**src/hdl/amsm_pkg.sv**
```systemverilog
package amsm_pkg;

  // default sizes handed to the top level
  localparam int NODES_DEF       = 256;
  localparam int PATTERNS_DEF    = 16;
  localparam int SYMBOL_BITS_DEF = 8;
  localparam int POS_BITS_DEF    = 32;

  // input item kinds
  typedef enum logic [1:0] {
    KIND_PAT     = 2'd0,
    KIND_TEXT    = 2'd1,
    KIND_RESTART = 2'd2,
    KIND_EMPTY   = 2'd3
  } kind_t;

  // result status codes
  typedef enum logic [1:0] {
    ST_MATCH        = 2'd0,
    ST_NO_MATCH     = 2'd1,
    ST_LOAD_OK      = 2'd2,
    ST_LOAD_REFUSED = 2'd3
  } status_t;

  typedef struct packed {
    kind_t       kind;
    logic [7:0]  symbol;
    logic        ends_pattern;
  } in_beat_t;

  typedef struct packed {
    status_t     status;
    logic [3:0]  pattern_id;
    logic [31:0] start_pos;
    logic        last_result;
  } out_beat_t;

  // memory port strobes
  typedef struct packed {
    logic rd_en;
    logic wr_en;
  } mem_ctl_t;

endpackage

```
**src/hdl/amsm_ctrl.sv**
```systemverilog
module amsm_ctrl import amsm_pkg::*; #(
  parameter int NODES       = NODES_DEF,
  parameter int PATTERNS    = PATTERNS_DEF,
  parameter int SYMBOL_BITS = SYMBOL_BITS_DEF,
  parameter int POS_BITS    = POS_BITS_DEF,
  parameter int NB          = $clog2(NODES),
  parameter int PB          = $clog2(PATTERNS + 1),
  parameter int WW          = 4 * NB + PB + SYMBOL_BITS
) (
  input  logic                      clk,
  input  logic                      rst_n,
  input  logic                      in_valid,
  output logic                      in_ready,
  input  in_beat_t                  in_data,
  output logic                      out_valid,
  input  logic                      out_ready,
  output out_beat_t                 out_data,
  output mem_ctl_t                  child_ctl,
  output logic [NB+SYMBOL_BITS-1:0] child_raddr,
  output logic [NB+SYMBOL_BITS-1:0] child_waddr,
  output logic [NB-1:0]             child_wdata,
  input  logic [NB-1:0]             child_rdata,
  input  logic                      clr_busy,
  output mem_ctl_t                  node_ctl,
  output logic [NB-1:0]             node_raddr,
  output logic [NB-1:0]             node_waddr,
  output logic [WW-1:0]             node_wdata,
  input  logic [WW-1:0]             node_rdata
);

  localparam int SB      = SYMBOL_BITS;
  localparam int OFF_DIC = NB;
  localparam int OFF_PAT = 2 * NB;
  localparam int OFF_PAR = 2 * NB + PB;
  localparam int OFF_SYM = 3 * NB + PB;
  localparam int OFF_DEP = 3 * NB + PB + SB;

  typedef enum logic [4:0] {
    S_IDLE, S_LOAD_RD, S_LOAD_CHK, S_END, S_END_WR, S_OUT,
    S_B_INIT, S_B_RD, S_B_CHK, S_B_PF, S_B_W, S_B_WC, S_B_WF, S_B_D, S_B_WR, S_B_NEXT,
    S_T_RC, S_T_C, S_T_F, S_T_FIN, S_T_N, S_T_E
  } state_t;

  state_t             state_r, state_nxt;
  logic [SB-1:0]      sym_r, sym_nxt;
  logic               ends_r, ends_nxt;
  logic [NB-1:0]      ins_r, ins_nxt;
  logic [NB-1:0]      len_r, len_nxt;
  logic [NB:0]        ncnt_r, ncnt_nxt;
  logic [PB-1:0]      pcnt_r, pcnt_nxt;
  logic [NB-1:0]      maxd_r, maxd_nxt;
  logic [NB-1:0]      scan_r, scan_nxt;
  logic [POS_BITS-1:0] pos_r, pos_nxt;
  logic               links_r, links_nxt;
  logic [NB-1:0]      lvl_r, lvl_nxt;
  logic [NB-1:0]      u_r, u_nxt;
  logic [NB-1:0]      f_r, f_nxt;
  logic [NB-1:0]      dl_r, dl_nxt;
  logic [WW-1:0]      uw_r, uw_nxt;
  out_beat_t          res_r, res_nxt;
  logic               ov_r, ov_nxt;
  out_beat_t          od_r, od_nxt;

  // fields of the word just read
  logic [NB-1:0] rd_fail, rd_dict, rd_par, rd_dep, uw_dep, uw_par;
  logic [PB-1:0] rd_pat, uw_pat;
  logic [SB-1:0] uw_sym;
  logic          out_free;
  logic [NB-1:0] g_sel;

  assign rd_fail = node_rdata[0 +: NB];
  assign rd_dict = node_rdata[OFF_DIC +: NB];
  assign rd_pat  = node_rdata[OFF_PAT +: PB];
  assign rd_par  = node_rdata[OFF_PAR +: NB];
  assign rd_dep  = node_rdata[OFF_DEP +: NB];
  assign uw_pat  = uw_r[OFF_PAT +: PB];
  assign uw_par  = uw_r[OFF_PAR +: NB];
  assign uw_sym  = uw_r[OFF_SYM +: SB];
  assign uw_dep  = uw_r[OFF_DEP +: NB];

  assign out_free = !ov_r || out_ready;
  assign in_ready = (state_r == S_IDLE) && !clr_busy;
  assign g_sel    = ((child_rdata != '0) && (child_rdata != u_r)) ? child_rdata : '0;

  // sequencer: load, link build and text walk
  always_comb begin
    state_nxt  = state_r;
    sym_nxt    = sym_r;
    ends_nxt   = ends_r;
    ins_nxt    = ins_r;
    len_nxt    = len_r;
    ncnt_nxt   = ncnt_r;
    pcnt_nxt   = pcnt_r;
    maxd_nxt   = maxd_r;
    scan_nxt   = scan_r;
    pos_nxt    = pos_r;
    links_nxt  = links_r;
    lvl_nxt    = lvl_r;
    u_nxt      = u_r;
    f_nxt      = f_r;
    dl_nxt     = dl_r;
    uw_nxt     = uw_r;
    res_nxt    = res_r;
    ov_nxt     = ov_r && !out_ready;
    od_nxt     = od_r;
    child_ctl  = '0;
    child_raddr = '0;
    child_waddr = '0;
    child_wdata = '0;
    node_ctl   = '0;
    node_raddr = '0;
    node_waddr = '0;
    node_wdata = '0;

    unique case (state_r)
      S_IDLE: begin
        if (in_valid && in_ready) begin
          sym_nxt  = in_data.symbol[SB-1:0];
          ends_nxt = in_data.ends_pattern;
          unique case (in_data.kind)
            KIND_PAT:     state_nxt = S_LOAD_RD;
            KIND_TEXT:    state_nxt = links_r ? S_T_RC : S_B_INIT;
            KIND_RESTART: begin
              scan_nxt = '0;
              pos_nxt  = '0;
            end
            KIND_EMPTY: begin
              if (in_data.ends_pattern) begin
                state_nxt = S_END;
              end
            end
            default: state_nxt = S_IDLE;
          endcase
        end
      end

      // pattern byte: follow or grow the trie; refuse a new node when the node store is full
      S_LOAD_RD: begin
        child_ctl.rd_en = 1'b1;
        child_raddr     = {ins_r, sym_r};
        state_nxt       = S_LOAD_CHK;
      end
      S_LOAD_CHK: begin
        if (child_rdata == '0 && ncnt_r >= (NB+1)'(NODES)) begin
          ins_nxt   = '0;
          len_nxt   = '0;
          res_nxt   = '{ST_LOAD_REFUSED, 4'd0, 32'd0, 1'b1};
          state_nxt = S_OUT;
        end else begin
          if (child_rdata == '0) begin
            child_ctl.wr_en = 1'b1;
            child_waddr     = {ins_r, sym_r};
            child_wdata     = ncnt_r[NB-1:0];
            node_ctl.wr_en  = 1'b1;
            node_waddr      = ncnt_r[NB-1:0];
            node_wdata      = {len_r + 1'b1, sym_r, ins_r, {PB{1'b0}}, {NB{1'b0}},
                               {NB{1'b0}}};
            ins_nxt         = ncnt_r[NB-1:0];
            ncnt_nxt        = ncnt_r + 1'b1;
            if (len_r + 1'b1 > maxd_r) begin
              maxd_nxt = len_r + 1'b1;
            end
          end else begin
            ins_nxt = child_rdata;
          end
          len_nxt   = len_r + 1'b1;
          links_nxt = 1'b0;
          if (ends_r) begin
            state_nxt = S_END;
          end else begin
            res_nxt   = '{ST_LOAD_OK, 4'd0, 32'd0, 1'b1};
            state_nxt = S_OUT;
          end
        end
      end

      // pattern end: tag the node with the next id, or refuse an empty pattern or a full table
      S_END: begin
        if (len_r == '0 || pcnt_r >= PB'(PATTERNS)) begin
          ins_nxt   = '0;
          len_nxt   = '0;
          res_nxt   = '{ST_LOAD_REFUSED, 4'd0, 32'd0, 1'b1};
          state_nxt = S_OUT;
        end else begin
          node_ctl.rd_en = 1'b1;
          node_raddr     = ins_r;
          state_nxt      = S_END_WR;
        end
      end
      S_END_WR: begin
        node_ctl.wr_en = 1'b1;
        node_waddr     = ins_r;
        node_wdata     = node_rdata;
        node_wdata[OFF_PAT +: PB] = pcnt_r + 1'b1;
        res_nxt   = '{ST_LOAD_OK, 4'(pcnt_r), 32'd0, 1'b1};
        pcnt_nxt  = pcnt_r + 1'b1;
        ins_nxt   = '0;
        len_nxt   = '0;
        links_nxt = 1'b0;
        state_nxt = S_OUT;
      end

      S_OUT: begin
        if (out_free) begin
          ov_nxt    = 1'b1;
          od_nxt    = res_r;
          state_nxt = S_IDLE;
        end
      end

      // link build, one depth level per sweep over the nodes
      S_B_INIT: begin
        lvl_nxt = NB'(1);
        u_nxt   = NB'(1);
        if (maxd_r == '0) begin
          links_nxt = 1'b1;
          state_nxt = S_T_RC;
        end else begin
          state_nxt = S_B_RD;
        end
      end
      S_B_RD: begin
        node_ctl.rd_en = 1'b1;
        node_raddr     = u_r;
        state_nxt      = S_B_CHK;
      end
      S_B_CHK: begin
        uw_nxt = node_rdata;
        if (rd_dep != lvl_r) begin
          state_nxt = S_B_NEXT;
        end else if (rd_par == '0) begin
          f_nxt     = '0;
          state_nxt = S_B_W;
        end else begin
          node_ctl.rd_en = 1'b1;
          node_raddr     = rd_par;
          state_nxt      = S_B_PF;
        end
      end
      S_B_PF: begin
        f_nxt     = rd_fail;
        state_nxt = S_B_W;
      end
      S_B_W: begin
        child_ctl.rd_en = 1'b1;
        child_raddr     = {f_r, uw_sym};
        state_nxt       = S_B_WC;
      end
      S_B_WC: begin
        if (child_rdata == '0 && f_r != '0) begin
          node_ctl.rd_en = 1'b1;
          node_raddr     = f_r;
          state_nxt      = S_B_WF;
        end else begin
          f_nxt = g_sel;
          if (g_sel == '0) begin
            dl_nxt    = '0;
            state_nxt = S_B_WR;
          end else begin
            node_ctl.rd_en = 1'b1;
            node_raddr     = g_sel;
            state_nxt      = S_B_D;
          end
        end
      end
      S_B_WF: begin
        f_nxt     = rd_fail;
        state_nxt = S_B_W;
      end
      S_B_D: begin
        dl_nxt    = (rd_pat != '0) ? f_r : rd_dict;
        state_nxt = S_B_WR;
      end
      S_B_WR: begin
        node_ctl.wr_en = 1'b1;
        node_waddr     = u_r;
        node_wdata     = {uw_dep, uw_sym, uw_par, uw_pat, dl_r, f_r};
        state_nxt      = S_B_NEXT;
      end
      S_B_NEXT: begin
        if ({1'b0, u_r} == ncnt_r - 1'b1) begin
          u_nxt = NB'(1);
          if (lvl_r == maxd_r) begin
            links_nxt = 1'b1;
            state_nxt = S_T_RC;
          end else begin
            lvl_nxt   = lvl_r + 1'b1;
            state_nxt = S_B_RD;
          end
        end else begin
          u_nxt     = u_r + 1'b1;
          state_nxt = S_B_RD;
        end
      end

      // text byte: goto or fall back along failure links
      S_T_RC: begin
        child_ctl.rd_en = 1'b1;
        child_raddr     = {scan_r, sym_r};
        state_nxt       = S_T_C;
      end
      S_T_C: begin
        if (child_rdata != '0) begin
          scan_nxt  = child_rdata;
          state_nxt = S_T_FIN;
        end else if (scan_r == '0) begin
          state_nxt = S_T_FIN;
        end else begin
          node_ctl.rd_en = 1'b1;
          node_raddr     = scan_r;
          state_nxt      = S_T_F;
        end
      end
      S_T_F: begin
        scan_nxt  = rd_fail;
        state_nxt = S_T_RC;
      end
      S_T_FIN: begin
        pos_nxt = pos_r + 1'b1;
        if (scan_r == '0) begin
          res_nxt   = '{ST_NO_MATCH, 4'd0, 32'd0, 1'b1};
          state_nxt = S_OUT;
        end else begin
          node_ctl.rd_en = 1'b1;
          node_raddr     = scan_r;
          state_nxt      = S_T_N;
        end
      end
      S_T_N: begin
        if (rd_pat != '0) begin
          state_nxt = S_T_E;
        end else if (rd_dict == '0) begin
          res_nxt   = '{ST_NO_MATCH, 4'd0, 32'd0, 1'b1};
          state_nxt = S_OUT;
        end else begin
          node_ctl.rd_en = 1'b1;
          node_raddr     = rd_dict;
          state_nxt      = S_T_E;
        end
      end
      // match chain, one beat per node, longest first
      S_T_E: begin
        if (out_free) begin
          ov_nxt = 1'b1;
          od_nxt = '{ST_MATCH, 4'(rd_pat - 1'b1), 32'(pos_r - POS_BITS'(rd_dep)),
                     (rd_dict == '0)};
          if (rd_dict == '0) begin
            state_nxt = S_IDLE;
          end else begin
            node_ctl.rd_en = 1'b1;
            node_raddr     = rd_dict;
          end
        end
      end
      default: state_nxt = S_IDLE;
    endcase
  end

  always_ff @(posedge clk) begin
    if (!rst_n) begin
      state_r <= S_IDLE;
      ins_r   <= '0;
      len_r   <= '0;
      ncnt_r  <= (NB+1)'(1);
      pcnt_r  <= '0;
      maxd_r  <= '0;
      scan_r  <= '0;
      pos_r   <= '0;
      links_r <= 1'b0;
      ov_r    <= 1'b0;
      od_r    <= '0;
    end else begin
      state_r <= state_nxt;
      ins_r   <= ins_nxt;
      len_r   <= len_nxt;
      ncnt_r  <= ncnt_nxt;
      pcnt_r  <= pcnt_nxt;
      maxd_r  <= maxd_nxt;
      scan_r  <= scan_nxt;
      pos_r   <= pos_nxt;
      links_r <= links_nxt;
      ov_r    <= ov_nxt;
      od_r    <= od_nxt;
    end
  end

  // payload registers
  always_ff @(posedge clk) begin
    sym_r  <= sym_nxt;
    ends_r <= ends_nxt;
    lvl_r  <= lvl_nxt;
    u_r    <= u_nxt;
    f_r    <= f_nxt;
    dl_r   <= dl_nxt;
    uw_r   <= uw_nxt;
    res_r  <= res_nxt;
  end

  assign out_valid = ov_r;
  assign out_data  = od_r;

endmodule

```
**config.mk**
```make
export PLATFORM = sky130hd
export DESIGN_NAME = amsm_ctrl
export DESIGN_NICKNAME = d
export VERILOG_FILES = /design/src/hdl/amsm_pkg.sv /design/src/hdl/amsm_ctrl.sv
export SDC_FILE = /design/constraint.sdc
export NUM_CORES = 1
export LEC_CHECK = 0
export BUFFER_PORTS_ARGS = -buffer_cell sky130_fd_sc_hd__buf_2
export CAP_MARGIN = 20
export CORE_MARGIN = 4
export CORE_UTILIZATION = 38
export DETAILED_ROUTE_END_ITERATION = 10
export GPL_TIMING_DRIVEN = 0
export MAX_ROUTING_LAYER = met4
export PLACE_DENSITY = 0.56
export SLEW_MARGIN = 25
export SYNTH_ARGS = -nofsm -noshare
export SYNTH_HDL_FRONTEND = slang
export SYNTH_SLANG_ARGS = --single-unit
```
**constraint.sdc**
```tcl
create_clock -name clk -period 4.7 [get_ports clk]
set_input_delay 0.94 -clock clk [delete_from_list [all_inputs] [get_ports clk]]
set_output_delay 0.94 -clock clk [all_outputs]
set_load 0.005 [all_outputs]
```
==> impl_metrics.yaml <==
cells_and_area:
  seq_area_um2: 4760
  multiInputGateArea_um2: 6270
  area_delta_synth_final_pct: 19.2
  fin_nets: 1650
  fin_cells: 1960
  drive_gt1_share_pct: 19.3
  final_util_pct: 46.2
  fillCellCount: 2979
floorplan:
  die_area_um2: 33200
  core_area_um2: 29800
  rows: 63
  start_util_pct: 38.7
  die_h_um: 182
  dieWidth_um: 182
  pin_count: 215
placed_design:
  portBuffers: 213
  dp_hpwl_mm: 31.2
  place.gp.congestion: 0.984
  dp_cells: 1925
  place_ws_ps: 292
global_route:
  use_met2_pct: 37.7
  grt_max_degree: 21
  grt_use_met3_pct: 4.56
  gr-total-overflow: 0
  use_met1_pct: 32.5
  grt_pass1_vias: 10800
  grt_usage_pct: 24.3
  antenna_found_initial: 2
  top_usage_layer: "met2"
  grt_pass1_wl_mm: 62.1
setup_path:
  required_ps: 3760
  worstSetupPathType: "primary input to output pin"
  start_kind: "primary input"
  arrival_ps: 3480
  crit_fanout: 10
  rrSetupSlack_ps: 1420
  endpoint_kind: "output pin"
sta:
  slew_headroom_pct: 28.5
  skew_ps: 18.2
  whs_ps: 448
  setup_viol: 0
  slew_violations: 0
  fin_crit_sh_pct: 94.1
  hold_viol: 0
  max_freq_mhz: 226
  timing.final.ws_setup_ps: 280
  worst_pin_slew_ps: 1070
  rsz0062_at_grt: "no"
  fin_crit_ps: 4420
synth:
  synth_ff_type: "dfxtp_1"
  syn_area_per_cell_um2: 8.75
  netlist_area_um2: 11500
  ys_types: 80
  synth-edff-count: 76
  syn_nets: 1414
  syn_inst: 1318
  ys_seq_elements: 200
  ys_seq_area_share_pct: 41.3
  synth_area_leader_cell: "dfxtp_1"
  yosys.area.top_type_share_pct: 21.5
  ys_async_sr_fraction_pct: 0
  synth_area_leaders: "dfxtp_1, edfxtp_1, nor2_1, xor2_1, nand2_1"
  ys_warn_count: 0
clock_tree:
  clock_latency_ps: 450
  numCtsBuffers: 17
  clock-sinks: 200
  root_buffer: "clkbuf_16"
  h-tree-depth: 4
  cts.clk_slew.worst_paths_ps: 80
  cts_tree: "yes"
  post-cts-setup-buffers: 0
  postCtsHoldBufs: 0
  ctsResizeCount: 0
  cts_max_path_buffers: 2
flow_run:
  drv_cap: 0
detailed_routing:
  vias: 11100
  drtPass1Iterations: 9
  first_iter_violations: 1111
  post-route-drc-count: 0
  vias_per_cell: 5.68
  wirelength_mm: 40.6
  postRouteAntennaNets: 0
  wl_per_cell_um: 20.7
hold_path:
  hold_class: "flip-flop to flip-flop"
run_status:
  status: "complete, no violations"
power_and_ir_drop:
  ir_drop_v: 0.000203
  pwr_density_cell_nw_per_um2: 293
  p_leak_nw: 5.93
-- per-stage QoR --
| step | instance area [um^2] | power (W) | TNS (ps) |
|---|---|---|---|
| 5_1_grt | 13800 | 0.00419 | 0 |
| 3_5_place_dp | 13100 | 0.00253 | 0 |
| 4_1_cts | 13700 | 0.00405 | 0 |
| 3_3_place_gp | 13100 | 0.00252 | -40370 |
| 2_1_floorplan | 11500 | 0.00227 | 0 |
| 6_report | 13800 | 0.00403 | 0 |
-- registers in the layout, summed over array words and instances, names as in the netlist --
signal,count
out_data,39
pos_r,32
uw_r,29
ncnt_r,9
dl_r,8
f_r,8
ins_r,8
len_r,8
lvl_r,8
maxd_r,8
scan_r,8
sym_r,8
u_r,8
res_r,6
pcnt_r,5
state_r,5
ends_r,1
links_r,1
out_valid,1
-- cell type report --
| cell class | instances | area share (%) |
|---|---|---|
| sequential | 200 | 34.6 |
| tap | 390 | 3.55 |
| clock inverter | 14 | 1.25 |
| timing repair buffer | 217 | 7.97 |
| inverter | 55 | 1.50 |
| multi-input combinational | 989 | 45.6 |
| buffer | 74 | 2.27 |
| antenna | 3 | 0.0546 |
| clock buffer | 18 | 3.19 |
-- worst paths after layout --
path                                                 from                   endpoint  depth (start not counted)
worst min-delay path            out_data[31]$_SDFFE_PN0P_  out_data[31]$_SDFFE_PN0P_                          2
worst max register to register     ncnt_r[0]$_SDFFE_PN1P_     lvl_r[6]$_SDFFCE_PN0P_                          9
worst min register to register  out_data[31]$_SDFFE_PN0P_  out_data[31]$_SDFFE_PN0P_                          2
worst max-delay path                       child_rdata[3]             node_wdata[38]                         10
-- critical path, stage by stage --
cell and delay (ps):
buf_2 160, nor4_1 540, nand2_1 230, nor2_4 220, nand2_2 210, inv_2 180, clkbuf_1 490, a222oi_1 280
inv_1 100, buf_2 110
-- cell usage after synthesis, types with 3 or more instances --
cell	number
nand4b_1	3
nand3_1	45
inv_1	53
and2_1	25
buf_2	14
a22o_1	24
edfxtp_1	76
o2bb2ai_1	4
nor2_1	166
o21ai_0	50
nand2_1	159
ha_1	26
nor3b_1	3
buf_1	3
nand3b_1	5
mux2i_1	5
nor3b_2	3
clkbuf_1	52
a21oi_1	68
or3_1	15
and3_1	21
a222oi_1	31
o221ai_1	3
xor2_1	69
nor2b_1	11
o21a_1	3
or3b_2	3
a221o_1	24
and4_1	7
a21o_1	10
a31oi_1	3
a221oi_1	3
nand4_1	14
a211oi_1	7
dfxtp_1	124
nor3_1	25
nor4_1	24
or2_2	4
nand2b_1	7
a22oi_1	19
xnor2_1	56
-- power breakdown --
| group | internal, W | leakage (nW) | switching (W) | total (W) |
|---|---|---|---|---|
| Sequential | 0.00184 | 1.69 | 0.0000398 | 0.00188 |
| Combinational | 0.000210 | 3.94 | 0.000415 | 0.000625 |
| Clock | 0.000759 | 0.303 | 0.000768 | 0.00153 |
-- cell families after synthesis --
group	count (synthesis)	share of synthesized area (%)
AND/OR/NAND/NOR	560	24.1
multiplexers	5	0.434
AO/OA/AOI/OAI	272	17.2
buffers and inverters	129	4.50
XOR/XNOR	125	9.49
flip-flops	200	41.3
adder cells (fa/ha/maj)	27	2.99
-- metal layers --
metal / routed length, um / up-vias / part of all wire [%]
met4: 1040 / 0 / 2.6
met3: 3220 / 73 / 7.9
met2: 18200 / 520 / 45
met1: 18100 / 5300 / 45
li1: - / 5237 / -
met5: 0 / - / 0
-- layout by cell type (no fill, tap or decap), drive strengths merged, types with 11 or more instances in the layout --
cell type and count:
nor2b 11, xnor2 56, or3 15, a22o 24, nor2 169, inv 62, xor2 69, clkbuf 72
o21ai 51, nand4 15, nor4 25, and2 26, buf 237, nand2 160, a222oi 31, edfxtp 76
a22oi 19, dfxtp 124, a221o 24, and3 21, a21oi 68, nand3 46, ha 26, nor3 28
No activity file was read; power rests on OpenSTA's default activity.
